==> src/rtl/mlp_forward_pass_softsign_core_assert.svh <==
// assertion macros shared by the forward pass core
`ifndef MLP_FORWARD_PASS_SOFTSIGN_CORE_ASSERT_SVH
`define MLP_FORWARD_PASS_SOFTSIGN_CORE_ASSERT_SVH
`ifndef SYNTHESIS
`define MFS_ASSERT(lbl, prop) \
    lbl: assert property (@(posedge aclk) disable iff (!aresetn) prop) \
        else $error("mfs assertion failed");
`define MFS_ASSERT_NEVER(lbl, cond) \
    `MFS_ASSERT(lbl, !(cond))
`else
`define MFS_ASSERT(lbl, prop)
`define MFS_ASSERT_NEVER(lbl, cond)
`endif
`endif

==> src/rtl/mfs_pkg.sv <==
// types, constants and codes of the forward pass core
package mfs_pkg;
    localparam int MAX_FEATURES_DEF      = 16;
    localparam int MAX_HIDDEN_WIDTH_DEF  = 16;
    localparam int MAX_HIDDEN_LAYERS_DEF = 4;
    localparam int MAX_OUTPUTS_DEF       = 8;
    localparam int WEIGHT_DEPTH_DEF      = 2048;

    localparam int CNT_W       = 7;
    localparam int LAY_W       = 4;
    localparam int QUEUE_DEPTH = 2;
    localparam int DIV_STEPS   = 11;

    localparam logic [12:0] HALF_Q12 = 13'd2048;
    localparam logic [23:0] ONE_Q12  = 24'd4096;

    localparam logic [2:0] REG_HIDDEN_LAYERS = 3'd0;
    localparam logic [2:0] REG_HIDDEN_WIDTH  = 3'd1;
    localparam logic [2:0] REG_INPUT_WIDTH   = 3'd2;
    localparam logic [2:0] REG_OUTPUT_WIDTH  = 3'd3;
    localparam logic [2:0] REG_BIAS_LEVEL    = 3'd4;
    localparam logic [2:0] REG_ACT_RESPONSE  = 3'd5;

    localparam logic OP_WEIGHT  = 1'b0;
    localparam logic OP_FEATURE = 1'b1;

    typedef enum logic [1:0] {
        ITEM_WEIGHT,
        ITEM_FEATURE,
        ITEM_EVAL
    } item_kind_t;

    typedef struct packed {
        item_kind_t         kind;
        logic [15:0]        addr;
        logic [15:0]        value;
        logic [CNT_W-1:0]   fidx;
    } item_t;

    typedef struct packed {
        logic [LAY_W-1:0]   layers;
        logic [CNT_W-1:0]   hidden;
        logic [CNT_W-1:0]   inputs;
        logic [CNT_W-1:0]   outputs;
        logic signed [15:0] bias;
        logic signed [15:0] gain;
    } cfg_t;

    typedef enum logic [2:0] {
        B_IDLE,
        B_RD,
        B_MUL,
        B_ACC,
        B_SCL,
        B_SHR,
        B_DIV,
        B_WB
    } back_state_t;
endpackage

==> src/rtl/mfs_front.sv <==
// front: takes input words, counts features, tags evaluation triggers
module mfs_front (
    input  logic           aclk,
    input  logic           aresetn,
    input  logic           s_valid,
    output logic           s_ready,
    input  logic           s_operation,
    input  logic [10:0]    s_weight_address,
    input  logic [15:0]    s_value,
    input  mfs_pkg::cfg_t  cfg,
    input  logic           q_full,
    output logic           q_push,
    output mfs_pkg::item_t q_item
);
    import mfs_pkg::*;

    logic [CNT_W-1:0] cnt_reg, cnt_next;
    logic [CNT_W-1:0] cnt_inc;
    logic             trigger;

    assign s_ready = !q_full;
    assign q_push  = s_valid && !q_full;
    assign cnt_inc = cnt_reg + 1'b1;
    assign trigger = (cnt_inc >= cfg.inputs);

    always_comb begin
        q_item.addr  = 16'(s_weight_address);
        q_item.value = s_value;
        q_item.fidx  = cnt_reg;
        if (s_operation == OP_WEIGHT) begin
            q_item.kind = ITEM_WEIGHT;
        end else if (trigger) begin
            q_item.kind = ITEM_EVAL;
        end else begin
            q_item.kind = ITEM_FEATURE;
        end
        cnt_next = cnt_reg;
        if (q_push && s_operation == OP_FEATURE) begin
            cnt_next = trigger ? '0 : cnt_inc;
        end
    end

    always_ff @(posedge aclk) begin
        if (!aresetn) begin
            cnt_reg <= '0;
        end else begin
            cnt_reg <= cnt_next;
        end
    end
endmodule

==> config.mk <==
export PLATFORM = sky130hd
export DESIGN_NAME = mfs_front
export DESIGN_NICKNAME = d
export VERILOG_FILES = /design/src/rtl/mlp_forward_pass_softsign_core_assert.svh /design/src/rtl/mfs_pkg.sv /design/src/rtl/mfs_front.sv
export SDC_FILE = /design/constraint.sdc
export NUM_CORES = 1
export LEC_CHECK = 0
export ABC_AREA = 0
export BUFFER_PORTS_ARGS = -buffer_cell sky130_fd_sc_hd__buf_2
export CAP_MARGIN = 20
export CORE_MARGIN = 4
export CORE_UTILIZATION = 32
export DETAILED_ROUTE_END_ITERATION = 8
export HOLD_SLACK_MARGIN = 0.03
export PLACE_DENSITY = 0.91
export SETUP_SLACK_MARGIN = 0.2
export SYNTH_ARGS = -nofsm -noshare
export SYNTH_HDL_FRONTEND = slang
export SYNTH_SLANG_ARGS = --single-unit
==> constraint.sdc <==
create_clock -name aclk -period 4.5 [get_ports aclk]
set_clock_uncertainty 0.05 [all_clocks]
set_input_delay 0.9 -clock aclk [delete_from_list [all_inputs] [get_ports aclk]]
set_output_delay 0.9 -clock aclk [all_outputs]
set_load 0.005 [all_outputs]
# ---- After elaboration in Yosys (flattened, before gate mapping)
# Index checks and enable logic that the tools add are counted.
dict set report word_totals {
  input_bits 89
  latchBits 0
  mem_bits_ro 0
  mem_count 0
  reg_bits 7
  ram_bits 0
}
dict set report classes {
  muxes 3
  order_cmp 1
  shifts 0
  n_mul 0
  add_sub_neg 1
  n_div 0
  bitwise 0
  n_reduce_logical 3
  eq_ne 0
}
# operator n
set op_table {}
lappend op_table {{$add 7x1->7 const B} 1}
lappend op_table {{$ge 7x7->1} 1}
lappend op_table {{$mux 7} 1}
lappend op_table {{$mux 2} 2}
lappend op_table {{$logic_and 1x1->1} 2}
lappend op_table {{$logic_not 1->1} 1}

# ---- Logic depth before layout (Yosys ltp)
dict set report depth {
  depth_word 4
  mapped_depth 11
  ltp_nobuf 10
}

# ---- Worst setup path before layout
# No wires, ideal clock.
dict set report synth_path {
  kind {flip-flop to output port}
  startpoint {reg cnt_reg[0]}
  endpoint {out q_item[40] (netlist bit)}
  path_buffers 1
  t_arrival_ps 2109
  stages_incl_launch_ff 12
  path_slack_ps 1441
  cell_sequence {dfxtp_1 > ha_1 > nand3_2 > nor2_2 > xnor2_1 > inv_1 > ha_1 > nand4_1 > and3_1 > buf_2 > o21ai_2 > and2_1}
}
# item line
set synth_rtl {}
lappend synth_rtl {{start: declaration} mfs_front.sv:17} ;# logic [CNT_W-1:0] cnt_reg, cnt_next;
lappend synth_rtl {{start signal: assignment} mfs_front.sv:47} ;# cnt_reg <= cnt_next;
lappend synth_rtl {{end: declaration} mfs_front.sv:13} ;# output mfs_pkg::item_t q_item

==> metrics.yaml <==
htreeDepth: 1
synth.avg_cell_area_um2: 7.78
crit_path_frequent_cell: "ha_1"
clock.fmax_mhz: 263
p_leak_nw: 0.410
drc: 0
final.min_clock_period_ns: 3.80
postCtsSetupBuffers: 0
synth-edff-count: 0
post_drt_wl_per_cell_um: 13.1
cts_buffers: 3
num_rows: 18
cpPeakStageDelay_ns: 0.44
crit_type: "reg2out"
path_clk_slew_ns: 0.05
crit_arrival_ns: 2.85
antenna_found_initial: 0
syn2layout_area_growth_pct: -7.27
syn-instance-count: 115
drtPass1Iterations: 4
tns_ns: 0
netlist-cell-type-count: 28
timing.critical_path.max_delay_family: "simple AND/OR/NAND/NOR gates"
crit_chain: "ha_1 > nand3_2 > nor2_2 > xnor2_1 > inv_1 > ha_1 > nand4_1 > o21ai_2 > and2_1 > buf_2"
grt_pass1_wl_um: 2850
layout.nets: 208
top_layer: "met4"
r2r_slack_ns: 1.85
ir_drop_mv: 0.0510
place_area_um2: 803
num_vias: 701
numPortBuffers: 22
synth_top_area_cell: "buf_4"
clock_sinks: 7
max_cap_violations: 0
ant_nets: 0
io_pins: 132
grtUsageTotal: 0.105
grt_max_degree: 12
yosysSeqAreaShare: 0.157
core_mm2: 0.00257
clk_latency_ns: 0.26
status: "finished clean"
synthTopCellsByArea: "buf_4 27%, dfxtp_1 16%, ha_1 11%"
wl_met3_um: 299
hold_viol_final: 0
cts_root_buffer: "clkbuf_4"
largest_register_ffs: 7
slowest_stage: "dfxtp_1"
rsz0062_at_grt: "no"
syn_area_um2: 895
power.density_mw_per_mm2: 190
synth_top_flop_cell: "dfxtp_1"
die_h_um: 60.9
crit_buf_inv: 2
setup_violations: 0
synth-seq-cells: 7
start_util: 0.348
dp_hpwl_um: 1480
first_global_vias: 641
drtIter0Drc: 10
slew_viol_final: 0
drt-met1-wl_um: 688
crit_required_ns: 3.55
async_reset_ff_frac: 0
fp.dieW_um: 60.9
cts_hold_buf: 0
met2_length_um: 783
crit_path_end_kind: "output pin"
gp_congestion: 0.791
period_share: 0.844
hp-class: "reg2reg"
die-area_mm2: 0.00371
totalWireLength_um: 1840
vias_per_cell: 5.01
yosysWarnings: 0
num_antenna_cells: 0
drive_gt1_frac: 0.291
synth.top_cell.area_share: 0.269
cp-start-kind: "flop"
clock_path_buffers: 2
cp_max_fo: 7
tritoncts: "yes"
post_cts_resized: 0
design_area_um2: 830
overflow: 0
[through the flow]
step | hold WS, ns | util | instances | setup slack (ns) | power [mW]
2_1_floorplan | 0.438 | - | 119 | 1.44 | 0.111
3_3_place_gp | 0.433 | 0.313 | 136 | 1.07 | 0.100
3_5_place_dp | 0.445 | 0.313 | 136 | 1.05 | 0.101
4_1_cts | 0.450 | 0.323 | 140 | 0.724 | 0.160
5_1_grt | 0.486 | 0.323 | 140 | 0.517 | 0.169
6_report | 0.453 | 0.323 | 140 | 0.702 | 0.158
[layout by cell type (no fill, tap or decap), drive strengths merged]
cell type | netlist | routed
nand3 | 12 | 12
ha | 8 | 8
a31oi | 1 | 1
a21o | 1 | 1
dfxtp | 7 | 7
nand2b | 1 | 1
xnor2 | 4 | 4
nand2 | 4 | 4
nand4 | 2 | 2
xor2 | 1 | 1
nor2 | 4 | 4
buf | 34 | 22
o21ai | 1 | 1
nor2b | 1 | 1
nor4 | 3 | 3
o211ai | 8 | 8
o31ai | 2 | 2
conb | 1 | 5
inv | 12 | 12
and2 | 1 | 1
clkbuf | 1 | 4
nand3b | 1 | 1
a21oi | 3 | 3
and3 | 2 | 2
[final timing paths]
path                                  end  cells after the start                     from
setup / recovery               q_item[40]                     10  cnt_reg[0]$_SDFFE_PN0P_
hold / removal    cnt_reg[1]$_SDFFE_PN0P_                      2  cnt_reg[1]$_SDFFE_PN0P_
setup reg to reg  cnt_reg[5]$_SDFFE_PN0P_                     10  cnt_reg[0]$_SDFFE_PN0P_
hold reg to reg   cnt_reg[1]$_SDFFE_PN0P_                      2  cnt_reg[1]$_SDFFE_PN0P_
[synthesized netlist by cell type, types with 2 or more instances]
library cell,instances
a21oi_1,3
and3_1,2
buf_2,2
buf_4,32
dfxtp_1,7
ha_1,8
inv_1,12
nand2_1,4
nand3_1,10
nand3_2,2
nand4_1,2
nor2_1,2
nor2_2,2
nor4_1,3
o211ai_1,8
xnor2_1,4
[power by group]
part           internal [mW]  switching [mW]
Sequential            0.0639         0.00325
Combinational         0.0142          0.0183
Clock                 0.0339          0.0242
[per-layer routing]
| layer | track usage | vias to the layer above |
|---|---|---|
| li1 | - | 347 |
| met1 | 0.115 | 301 |
| met2 | 0.148 | 40 |
| met3 | 0.0489 | 13 |
| met4 | 0.0960 | 0 |
| met5 | 0 | - |
[tightest hold or removal path, cell delays in order, from the launching register on]
cell	delay, ns
dfxtp_1	0.34
nand2_1	0.07
a21oi_1	0.05
[kinds of logic (layout without fill, tap and decap cells)]
group | Yosys count | after routing | share of synthesized area
compound gates | 16 | 16 | 0.148
xor+xnor | 5 | 5 | 0.0489
fa+ha+maj | 8 | 8 | 0.112
buf+inv | 47 | 38 | 0.334
flops | 7 | 7 | 0.157
other cells | 1 | 5 | 0.00419
simple gates | 31 | 31 | 0.196
[layout make-up]
type	instances	area [µm²]
timing repair buffer	22	110
multi-input combinational	65	470
fill	288	1740
clock buffer	4	26.3
sequential	7	140
inverter	12	45.0
tap	30	37.5
(Power assumes the default switching activity.)
