### config.mk
export PLATFORM = sky130hd
export DESIGN_NAME = mfs_queue
export DESIGN_NICKNAME = d
export VERILOG_FILES = /design/src/rtl/mlp_forward_pass_softsign_core_assert.svh /design/src/rtl/mfs_pkg.sv /design/src/rtl/mfs_queue.sv
export SDC_FILE = /design/constraint.sdc
export NUM_CORES = 1
export LEC_CHECK = 0
export ABC_AREA = 1
export BUFFER_PORTS_ARGS = -buffer_cell sky130_fd_sc_hd__buf_4
export CORE_MARGIN = 2
export CORE_UTILIZATION = 50
export DETAILED_ROUTE_END_ITERATION = 10
export PLACE_DENSITY = 0.86
export SETUP_SLACK_MARGIN = 0.5
export SLEW_MARGIN = 15
export SYNTH_ARGS = -nofsm -noshare
export SYNTH_HDL_FRONTEND = slang
export SYNTH_SLANG_ARGS = --single-unit
### constraint.sdc
create_clock -name aclk -period 4 [get_ports aclk]
set_clock_uncertainty 0.15 [all_clocks]
set_input_delay 0.8 -clock aclk [delete_from_list [all_inputs] [get_ports aclk]]
set_output_delay 0.8 -clock aclk [all_outputs]
set_load 0.02 [all_outputs]
### src/rtl/mlp_forward_pass_softsign_core_assert.svh
// assertion macros shared by the forward pass core
`ifndef MLP_FORWARD_PASS_SOFTSIGN_CORE_ASSERT_SVH
`define MLP_FORWARD_PASS_SOFTSIGN_CORE_ASSERT_SVH
`ifndef SYNTHESIS
`define MFS_ASSERT(lbl, prop) \
    lbl: assert property (@(posedge aclk) disable iff (!aresetn) prop) \
        else $error("mfs assertion failed");
`define MFS_ASSERT_NEVER(lbl, cond) \
    `MFS_ASSERT(lbl, !(cond))
`else
`define MFS_ASSERT(lbl, prop)
`define MFS_ASSERT_NEVER(lbl, cond)
`endif
`endif

### src/rtl/mfs_pkg.sv
// types, constants and codes of the forward pass core
package mfs_pkg;
    localparam int MAX_FEATURES_DEF      = 16;
    localparam int MAX_HIDDEN_WIDTH_DEF  = 16;
    localparam int MAX_HIDDEN_LAYERS_DEF = 4;
    localparam int MAX_OUTPUTS_DEF       = 8;
    localparam int WEIGHT_DEPTH_DEF      = 2048;

    localparam int CNT_W       = 7;
    localparam int LAY_W       = 4;
    localparam int QUEUE_DEPTH = 2;
    localparam int DIV_STEPS   = 11;

    localparam logic [12:0] HALF_Q12 = 13'd2048;
    localparam logic [23:0] ONE_Q12  = 24'd4096;

    localparam logic [2:0] REG_HIDDEN_LAYERS = 3'd0;
    localparam logic [2:0] REG_HIDDEN_WIDTH  = 3'd1;
    localparam logic [2:0] REG_INPUT_WIDTH   = 3'd2;
    localparam logic [2:0] REG_OUTPUT_WIDTH  = 3'd3;
    localparam logic [2:0] REG_BIAS_LEVEL    = 3'd4;
    localparam logic [2:0] REG_ACT_RESPONSE  = 3'd5;

    localparam logic OP_WEIGHT  = 1'b0;
    localparam logic OP_FEATURE = 1'b1;

    typedef enum logic [1:0] {
        ITEM_WEIGHT,
        ITEM_FEATURE,
        ITEM_EVAL
    } item_kind_t;

    typedef struct packed {
        item_kind_t         kind;
        logic [15:0]        addr;
        logic [15:0]        value;
        logic [CNT_W-1:0]   fidx;
    } item_t;

    typedef struct packed {
        logic [LAY_W-1:0]   layers;
        logic [CNT_W-1:0]   hidden;
        logic [CNT_W-1:0]   inputs;
        logic [CNT_W-1:0]   outputs;
        logic signed [15:0] bias;
        logic signed [15:0] gain;
    } cfg_t;

    typedef enum logic [2:0] {
        B_IDLE,
        B_RD,
        B_MUL,
        B_ACC,
        B_SCL,
        B_SHR,
        B_DIV,
        B_WB
    } back_state_t;
endpackage

### src/rtl/mfs_queue.sv
// short item queue between front and back
module mfs_queue (
    input  logic          aclk,
    input  logic          aresetn,
    input  logic          push,
    input  mfs_pkg::item_t push_item,
    output logic          full,
    input  logic          pop,
    output logic          not_empty,
    output mfs_pkg::item_t head
);
    import mfs_pkg::*;

    localparam int PTR_W = (QUEUE_DEPTH > 1) ? $clog2(QUEUE_DEPTH) : 1;
    localparam int CW    = $clog2(QUEUE_DEPTH + 1);

    item_t            mem_reg [QUEUE_DEPTH];
    logic [PTR_W-1:0] wr_reg, wr_next, rd_reg, rd_next;
    logic [CW-1:0]    cnt_reg, cnt_next;

    always_comb begin
        wr_next  = wr_reg;
        rd_next  = rd_reg;
        cnt_next = cnt_reg;
        if (push) begin
            wr_next = (wr_reg == PTR_W'(QUEUE_DEPTH - 1)) ? '0 : wr_reg + 1'b1;
        end
        if (pop) begin
            rd_next = (rd_reg == PTR_W'(QUEUE_DEPTH - 1)) ? '0 : rd_reg + 1'b1;
        end
        if (push && !pop) begin
            cnt_next = cnt_reg + 1'b1;
        end else if (pop && !push) begin
            cnt_next = cnt_reg - 1'b1;
        end
    end

    always_ff @(posedge aclk) begin
        if (!aresetn) begin
            wr_reg  <= '0;
            rd_reg  <= '0;
            cnt_reg <= '0;
        end else begin
            wr_reg  <= wr_next;
            rd_reg  <= rd_next;
            cnt_reg <= cnt_next;
        end
    end

    always_ff @(posedge aclk) begin
        if (push) begin
            mem_reg[wr_reg] <= push_item;
        end
    end

    assign full      = (cnt_reg == CW'(QUEUE_DEPTH));
    assign not_empty = (cnt_reg != '0);
    assign head      = mem_reg[rd_reg];
endmodule

==> Word-level counts from Yosys, hierarchy flattened <==
Memory sizes are Yosys's and may differ from the RTL's. A register that Yosys moved wholly into a read port is not among the register bits.
Cells that the tools add are included.
{ "op_classes": {"mul": 0, "add_sub_neg": 4, "reduce_logical": 6, "n_eq_ne": 1, "shift": 0, "n_lt_le_gt_ge": 0, "n_bitwise": 0, "n_div": 0, "mux": 8} }
{ "ops": {"columns": ["op", "n"], "rows": [
  ["$mux 1", 6],
  ["$mux 2", 2],
  ["$reduce_bool 2->1", 2],
  ["$add 1x1->1 const B", 2],
  ["$add 2x1->2 const B", 1],
  ["$eq 2x2->1 const B", 1],
  ["$logic_and 1x1->1", 2],
  ["$logic_not 1->1", 2],
  ["$sub 2x1->2 const B", 1]
]} }
{ "word_totals": {"latchBits": 0, "out_inout_bits": 43, "mem_bits_rw": 82, "rom_bits": 0, "n_memories": 1, "regBits": 4} }
{ "memory_table": {"columns": ["name", "words", "width", "read_ports", "rd_ports_with_merged_regs", "wr", "line", "source"], "rows": [
  ["mem_reg", 2, 41, 1, 1, 1, "mfs_queue.sv:17", "item_t mem_reg [QUEUE_DEPTH];"]
]} }

==> Longest topological paths before layout <==
Gate-level depths: netlist of the first run.
{ "logic_depth": {"ltp_word": 4, "ltp_mapped": 8} }

==> Least setup slack after synthesis of the first run <==
OpenSTA, ideal clock, no wires.
{ "synth_timing": {"path_kind": "input-to-reg", "from": "input push", "to": "memory mem_reg[0][0] (netlist name), enable pin", "arrival_ns": 2.565, "path_stages": 2, "path_buffers": 0, "path_slack_ns": 0.845, "t_required_ns": 3.410, "cell_sequence": "inv_1 > nor2_1"} }
{ "synth_between": {"elab_chain_len": 2} }
{ "synth_rtl": {"columns": ["element", "line", "source"], "rows": [
  ["from (decl)", "mfs_queue.sv:5", "input logic push,"],
  ["$mux 1", "mfs_queue.sv:51", "if (push) begin"],
  ["$mux 1 (implied by the code)", "mfs_queue.sv:52", "mem_reg[wr_reg] <= push_item;"],
  ["to (decl)", "mfs_queue.sv:17", null]
]} }
No other way between the ends.

==> impl_metrics.ini, run 1 <==
[status]
status = complete, no violations

[logic_synthesis]
synth_most_common_cell = edfxtp_1
ys_ff_latch = 87
synth_fp_nets = 209
avgSynthCellArea_um2 = 20.8
ys_warn_count = 0
synthTopCellsByArea = edfxtp_1 (73%), mux2_4 (18%), dfxtp_1 (2.9%)
ys_types = 14
synth-edff-count = 82
yosysSeqAreaShare_pct = 75.5
syn_inst = 163
synth_top_area_share_pct = 72.6
synth-async-reset-ratio_pct = 0
synth-main-ff-cell = edfxtp_1
synth_top_area_cell = edfxtp_1
syn_area_um2 = 3390
synthTopCellsByCount = edfxtp_1 (82), mux2_4 (40), nand2_1 (9)

[job]
maxCapViolations = 0

[sta]
finalHoldViolations = 0
whs_ps = 360
tightest_slew_ps = 907
rsz0062_at_grt = false
report.final.slew_viol_count = 0
setup_tns_ps = 0
final.setup.worst_slack_ps = 1230
period_needed_ps = 2770
finalCritPeriodShare_pct = 69.2
setup_viol = 0
fmax_mhz = 361
slew_headroom_pct = 39.5

[drt]
drt-pass1-iter-count = 4
vias = 1655
drc = 0
wl_um = 5110
initialDrtViolationCount = 79
wl_per_cell_um = 15.0
avgViaCountPerCell = 4.85
postRouteAntennaNets = 0

[global_route]
grt_max_degree = 42
antenna_found_initial = 0
grt_remaining_overflow = 0
grt_pass1_wl_um = 7750
grt_pass1_vias = 1628
grt_usage_pct = 14.1

[cts]
cts_tree = done
clockBufferDepth = 2
numCtsBuffers = 9
post-cts-setup-buffers = 0
htree_levels = 3
path_clk_slew_ps = 70
post_cts_resized = 0
cts_hold_buf = 0
cts.sinks = 87
clock_latency_ps = 330
root_buffer = clkbuf_8

[worst_setup_path]
start_kind = flop
worstPathCellList = buf_12 -> mux2_2 -> buf_4
crit_arrival_ps = 1820
cp.required_ps = 3050
endpoint_kind = output port
cp_slowest_stage_delay_ps = 670
worstSetupPathType = reg -> out
crit_fanout = 27
slowest_stage = dfxtp_2

[placed_design]
dpl_worst_slack_ps = 1550
place_congestion = 0.618
dpl.hpwl_um = 3360
io_buffers = 87

[finish]
n_antenna_cell = 0
nets = 304
largest_reg_flops = 82
fillerInstances = 471
layout-drive-gt1-share_pct = 55.9
area_delta_synth_final_pct = 27.7

[floorplanning]
fp.dieW_um = 86.4
coreArea_um2 = 6680
die_h_um = 86.4
core.rowCount = 30
die_area_um2 = 7460
boundaryPins = 88
start_util_pct = 50.8

[pwr]
peakVddDrop_uv = 298
p_leak_nw = 1.76
p_total_mw = 2.02
pwr_density_cell_nw_per_um2 = 466

[hold_path]
holdCritPathClass = reg -> reg
## critical path, delay by kind of cell (launching register included)
family   cells  cell delay (ps)
flops        1              670
buf+inv      2              440
mux          1              360
## layout make-up
class / count / area [um^2] / area share, %
Clock buffer: 9 / 124 / 2.86
Clock inverter: 5 / 98.8 / 2.28
Inverter: 8 / 30.0 / 0.693
Multi-Input combinational cell: 63 / 717 / 16.5
Sequential cell: 87 / 2560 / 59.2
Tap cell: 80 / 100 / 2.31
Timing Repair Buffer: 89 / 701 / 16.2
## cells in the final DEF, fill, tap and decap left out
cell / n
a21oi_1: 1
buf_4: 87
buf_12: 1
nand2_1: 9
clkinv_1: 1
dfxtp_2: 1
clkbuf_8: 9
bufinv_16: 3
ha_1: 1
inv_1: 7
nand3_1: 1
nor2_4: 1
nand4_1: 1
dfxtp_1: 4
edfxtp_1: 82
buf_16: 1
mux2_4: 40
mux2_2: 1
clkinv_2: 1
inv_2: 1
nor2_1: 7
o21ai_0: 1
## kinds of logic (layout without fill, tap and decap cells)
kind of cell             after synthesis  after routing  synth area share, %
adder cells (fa/ha/maj)                1              1                0.369
AND/OR/NAND/NOR                       19             19                 2.21
buffers and inverters                 13            111                 3.58
AO/OA/AOI/OAI                          2              2                0.295
flip-flops                            87             87                 75.5
multiplexers                          41             41                 18.0
## final timing paths
| check | start | to | slack [ps] | cells after the start |
|---|---|---|---|---|
| setup / recovery | flop | head[23] | 1230 | 3 |
| hold / removal | rd_reg$_SDFFE_PN0P_ | flop | 360 | 2 |
| setup reg to reg | wr_reg$_SDFFE_PN0P_ | mem_reg[1][32]$_DFFE_PP_ | 2290 | 2 |
| hold reg to reg | rd_reg$_SDFFE_PN0P_ | flop | 360 | 2 |
## through the flow
step / cell area (um^2) / instances / utilization, %
2_1_floorplan: 3390 / 163 / -
3_3_place_gp: 4080 / 326 / 61.1
3_5_place_dp: 4080 / 326 / 61.1
4_1_cts: 4310 / 340 / 64.5
5_1_grt: 4330 / 341 / 64.9
6_report: 4330 / 341 / 64.9
## layer usage
layer | wire length (um) | share of wire, % | track usage (%)
met2 | 2700 | 53 | 23.7
met5 | 0 | 0 | 0
met4 | 91 | 1.8 | 7.67
met1 | 1950 | 38 | 16.1
met3 | 358 | 7.0 | 4.38
## where the power goes
group / leakage (nW) / switching [mW] / internal (mW)
clock network: 0.113 / 0.269 / 0.405
logic: 0.840 / 0.131 / 0.146
registers: 0.812 / 0.0196 / 1.05
total: 1.76 / 0.419 / 1.60
(Power assumes the default switching activity.)
==> inputs of run 2 (changes only) <==
ABC_AREA = 0   (was 1)
PLACE_DENSITY = 0.87   (was 0.86)
clock period = 2.8 ns   (was 4 ns; I/O delays follow)
==> impl_metrics.ini, run 2 <==
[floorplanning]
core.rowCount = 29
die_h_um = 83.8
die_area_um2 = 7010
fp.dieW_um = 83.8
start_util_pct = 51.0
boundaryPins = 88
coreArea_um2 = 6240

[cts]
clockBufferDepth = 2
root_buffer = clkbuf_8
htree_levels = 3
cts.sinks = 87
clock_latency_ps = 340
cts_tree = done
numCtsBuffers = 9
cts_hold_buf = 0
path_clk_slew_ps = 90

[global_route]
grt_remaining_overflow = 0
antenna_found_initial = 0
grt_pass1_vias = 1770
grt_max_degree = 26
grt_pass1_wl_um = 8320
grt_usage_pct = 16.1

[logic_synthesis]
ys_ff_latch = 87
syn_inst = 150
synth_top_area_cell = edfxtp_1
synthTopCellsByArea = edfxtp_1 (77%), mux2_2 (13%), dfxtp_1 (3.1%)
synth_top_area_share_pct = 77.4
synth-async-reset-ratio_pct = 0
yosysSeqAreaShare_pct = 80.6
synthTopCellsByCount = edfxtp_1 (82), mux2_2 (38), dfxtp_1 (5)
synth_most_common_cell = edfxtp_1
synth_fp_nets = 196
synth-edff-count = 82
ys_warn_count = 0
synth-main-ff-cell = edfxtp_1
avgSynthCellArea_um2 = 21.2
syn_area_um2 = 3180
ys_types = 18

[worst_setup_path]
start_kind = flop
slowest_stage = dfxtp_4
worstSetupPathType = reg -> out
endpoint_kind = output port
crit_family = flip-flops
crit_fanout = 25
cp_slowest_stage_delay_ps = 370
worstPathCellList = buf_12 -> mux2_2 -> buf_4
crit_arrival_ps = 1430
cp.required_ps = 2090
regToRegStartpoint = wr_reg$_SDFFE_PN0P_
crit_buf_inv = 2

[finish]
multi_input_area_um2 = 588
n_antenna_cell = 0
largest_reg_flops = 82
finish.instance_area_um2 = 4190
final_common_cell = buf_4
fillerInstances = 428
seq_area_um2 = 2570
final_cell_mix = buf_4 (92), edfxtp_1 (82), mux2_2 (38)
nets = 296
layout-drive-gt1-share_pct = 60.0
area_delta_synth_final_pct = 31.7

[hold_path]
min_from = push_item[16]
holdCritPathClass = in -> reg

[placed_design]
dpl.hpwl_um = 3570
post_dp_cell_area_um2 = 3970
io_buffers = 87
place_congestion = 0.689

[sta]
report.final.slew_viol_count = 0
setup_viol = 0
setup_tns_ps = 0
tightest_slew_ps = 540
finalCritPeriodShare_pct = 76.5
finalHoldViolations = 0
period_needed_ps = 2140
rsz0062_at_grt = false
fmax_mhz = 467
whs_ps = 236
slew_headroom_pct = 63.9

[drt]
wl_um = 5310
drt-pass1-iter-count = 4
initialDrtViolationCount = 83
postRouteAntennaNets = 0
avgViaCountPerCell = 5.02
wl_per_cell_um = 16.0
vias = 1667
drc = 0

[pwr]
p_leak_nw = 1.60
peakVddDrop_uv = 498
pwr_density_cell_nw_per_um2 = 671

[job]
maxCapViolations = 0

[status]
status = complete, no violations
==> run 2: cell count changes in the layout (fill, tap and decap cells not counted), sizes merged, moves of 2 or more <==
cell	previous run	this run
and2	0	4
buf	89	94
bufinv	3	1
inv	8	4
nand2	9	0
nor2	8	0
nor2b	0	2
xor2	0	2
==> run 2: final cells by class <==
type	instances	area share, %
sequential	87	61.3
inverter	1	0.0896
clock inverter	7	1.88
clock buffer	9	2.96
tap	77	2.30
timing repair buffer	94	17.4
multi-input combinational	57	14.0
==> run 2: kinds of logic (layout without fill, tap and decap cells) <==
family	count (synthesis)	in the layout	synth area share [%]
and+or+nand+nor	9	9	1.85
adders and majority gates	1	1	0.393
DFF	87	87	80.6
AOI/OAI and AO/OA	3	3	0.629
muxes	41	41	14.5
buffers and inverters	6	111	1.22
xor gates and xnor gates	3	3	0.826
==> run 2: stage by stage <==
| stage | cells | util [%] | worst slack (ps) | power, mW |
|---|---|---|---|---|
| after floorplan | 150 | - | 558 | 1.77 |
| after global placement | 314 | 63.6 | 727 | 1.95 |
| after detailed placement | 314 | 63.6 | 724 | 1.96 |
| after CTS | 332 | 67.1 | 647 | 2.84 |
| after global routing | 332 | 67.1 | 609 | 2.92 |
| final | 332 | 67.1 | 658 | 2.81 |
==> run 2: power breakdown <==
| group | internal, mW | switching [mW] | leakage [nW] |
|---|---|---|---|
| Clock | 0.423 | 0.454 | 0.105 |
| Combinational | 0.210 | 0.206 | 0.682 |
| Sequential | 1.50 | 0.0203 | 0.812 |
==> run 2: worst paths after layout <==
kind | to | slack, ps | depth (start not counted)
max | head[8] | 660 | 3
min | mem_reg[0][16]$_DFFE_PP_ | 240 | 1
max reg2reg | mem_reg[1][25]$_DFFE_PP_ | 1140 | 2
min reg2reg | cnt_reg[1]$_SDFFE_PN0P_ | 350 | 2
==> run 2: metal layers <==
| metal | track usage (%) | vias to the layer above | routed length, um |
|---|---|---|---|
| li1 | - | 781 | - |
| met1 | 19.3 | 809 | 2150 |
| met2 | 25.6 | 66 | 2640 |
| met3 | 5.34 | 11 | 400 |
| met4 | 8.80 | 0 | 125 |
| met5 | 0 | - | 0 |
==> run 2: timing repair <==
| action | CTS | global route |
|---|---|---|
| hold endpoints to repair | 0 | 0 |
| endpoints found under the setup margin | 25 | 0 |
| resized for setup | 1 | 0 |
| buffers inserted | 2 | 0 |
==> inputs of run 3 (changes only) <==
clock period = 2.2 ns   (was 2.8 ns; I/O delays follow)
==> impl_metrics.ini, run 3 (synthesized netlist as in run 2, its figures left out) <==
[drt]
postRouteAntennaNets = 0
wl_um = 6610
wl_per_cell_um = 19.3
drc = 0
drt-pass1-iter-count = 4
initialDrtViolationCount = 94
vias = 1739
avgViaCountPerCell = 5.08

[cts]
cts_tree = done
clockBufferDepth = 2
numCtsBuffers = 9
cts.sinks = 87
path_clk_slew_ps = 80
root_buffer = clkbuf_8
clock_latency_ps = 340
cts_hold_buf = 0
htree_levels = 3

[global_route]
antenna_found_initial = 0
grt_max_degree = 43
grt_remaining_overflow = 0
grt_pass1_wl_um = 9200
grt_pass1_vias = 1805
grt_usage_pct = 18.0

[worst_setup_path]
slowest_stage = dfxtp_4
cpMostUsedCell = buf_8
cp_slowest_stage_delay_ps = 380
crit_buf_inv = 3
start_kind = flop
endpoint_kind = output port
crit_family = buffers and inverters
worstSetupPathType = reg -> out
worstPathCellList = buf_8 -> buf_8 -> mux2_4 -> buf_6
crit_arrival_ps = 1440
cp.required_ps = 1610
crit_fanout = 6

[sta]
report.final.slew_viol_count = 0
finalHoldViolations = 0
rsz0062_at_grt = true
period_needed_ps = 2030
tightest_slew_ps = 336
whs_ps = 121
finalCritPeriodShare_pct = 92.4
setup_viol = 0
final.setup.worst_slack_ps = 166
setup_tns_ps = 0
slew_headroom_pct = 77.6
fmax_mhz = 492

[finish]
area_delta_synth_final_pct = 46.8
n_antenna_cell = 0
final_core_util_pct = 74.8
finalNonFillerCells = 342
largest_reg_flops = 82
layout-drive-gt1-share_pct = 62.3
nets = 306
final_cell_mix = edfxtp_1 (82), buf_4 (51), buf_6 (44)
final_common_cell = edfxtp_1
finish.instance_area_um2 = 4670

[pwr]
pwr-share-comb_pct = 20.0
p_int_mw = 2.85
p_sw_share_pct = 23.8
p_switching_mw = 0.892
p_clk_share_pct = 28.1
seqPwrFrac_pct = 51.9
p_total_mw = 3.74
pwr_density_cell_nw_per_um2 = 801
peakVddDrop_uv = 653
p_leak_nw = 1.87

[placed_design]
io_buffers = 87
placed_cells = 314
place_congestion = 0.683
post_dp_cell_area_um2 = 3970
dpl_worst_slack_ps = 375
dpl.hpwl_um = 3910

[floorplanning]
fp.dieW_um = 83.8
start_util_pct = 51.0
coreArea_um2 = 6240
boundaryPins = 88
core.rowCount = 29
die_h_um = 83.8
die_area_um2 = 7010

[job]
maxCapViolations = 0

[status]
status = complete, no violations

[hold_path]
holdCritPathClass = in -> reg
run 3: layout make-up:
cell class / count / area (um^2)
clock buffers: 9 / 124
clock inverters: 7 / 63.8
fillers: 352 / 1570
inverters: 1 / 3.75
multi-input cells: 57 / 744
flip-flops and latches: 87 / 2570
well taps: 77 / 96.3
repair buffers: 104 / 1070
run 3: worst register-to-register path, stage by stage (launching register included):
cell and delay (ps):
dfxtp_1 390, and2_2 170, buf_4 320
run 3: what timing repair did:
item                                    in CTS  in global routing
setup buffers                                2                  6
cloned                                       1                  3
gates resized for setup                     23                 75
endpoints found under the setup margin      43                 42
run 3: power groups by stage:
| stage | Sequential [mW] | Combinational, mW | Clock [mW] |
|---|---|---|---|
| final | 1.94 | 0.748 | 1.05 |
| after global routing | 1.95 | 0.782 | 1.15 |
| after CTS | 1.94 | 0.579 | 1.07 |
| after detailed placement | 1.98 | 0.528 | 0 |
| after global placement | 1.97 | 0.514 | 0 |
| after floorplan | 1.96 | 0.294 | 0 |
run 3: layer usage:
| metal | wire [um] | global-route usage (%) | up-vias |
|---|---|---|---|
| met3 | 360 | 5.84 | 8 |
| met1 | 2460 | 20.3 | 867 |
| li1 | - | - | 800 |
| met4 | 115 | 8.80 | 0 |
| met2 | 3680 | 30.7 | 64 |
| met5 | 0 | 0 | - |
run 3: path summary, 6_finish.rpt:
check	cells past startpoint	start	slack [ps]	end
max	4	flop	170	head[23]
min	1	push_item[14]	120	mem_reg[0][14]$_DFFE_PP_
max reg2reg	2	wr_reg$_SDFFE_PN0P_	830	mem_reg[1][18]$_DFFE_PP_
min reg2reg	2	cnt_reg[1]$_SDFFE_PN0P_	370	cnt_reg[1]$_SDFFE_PN0P_
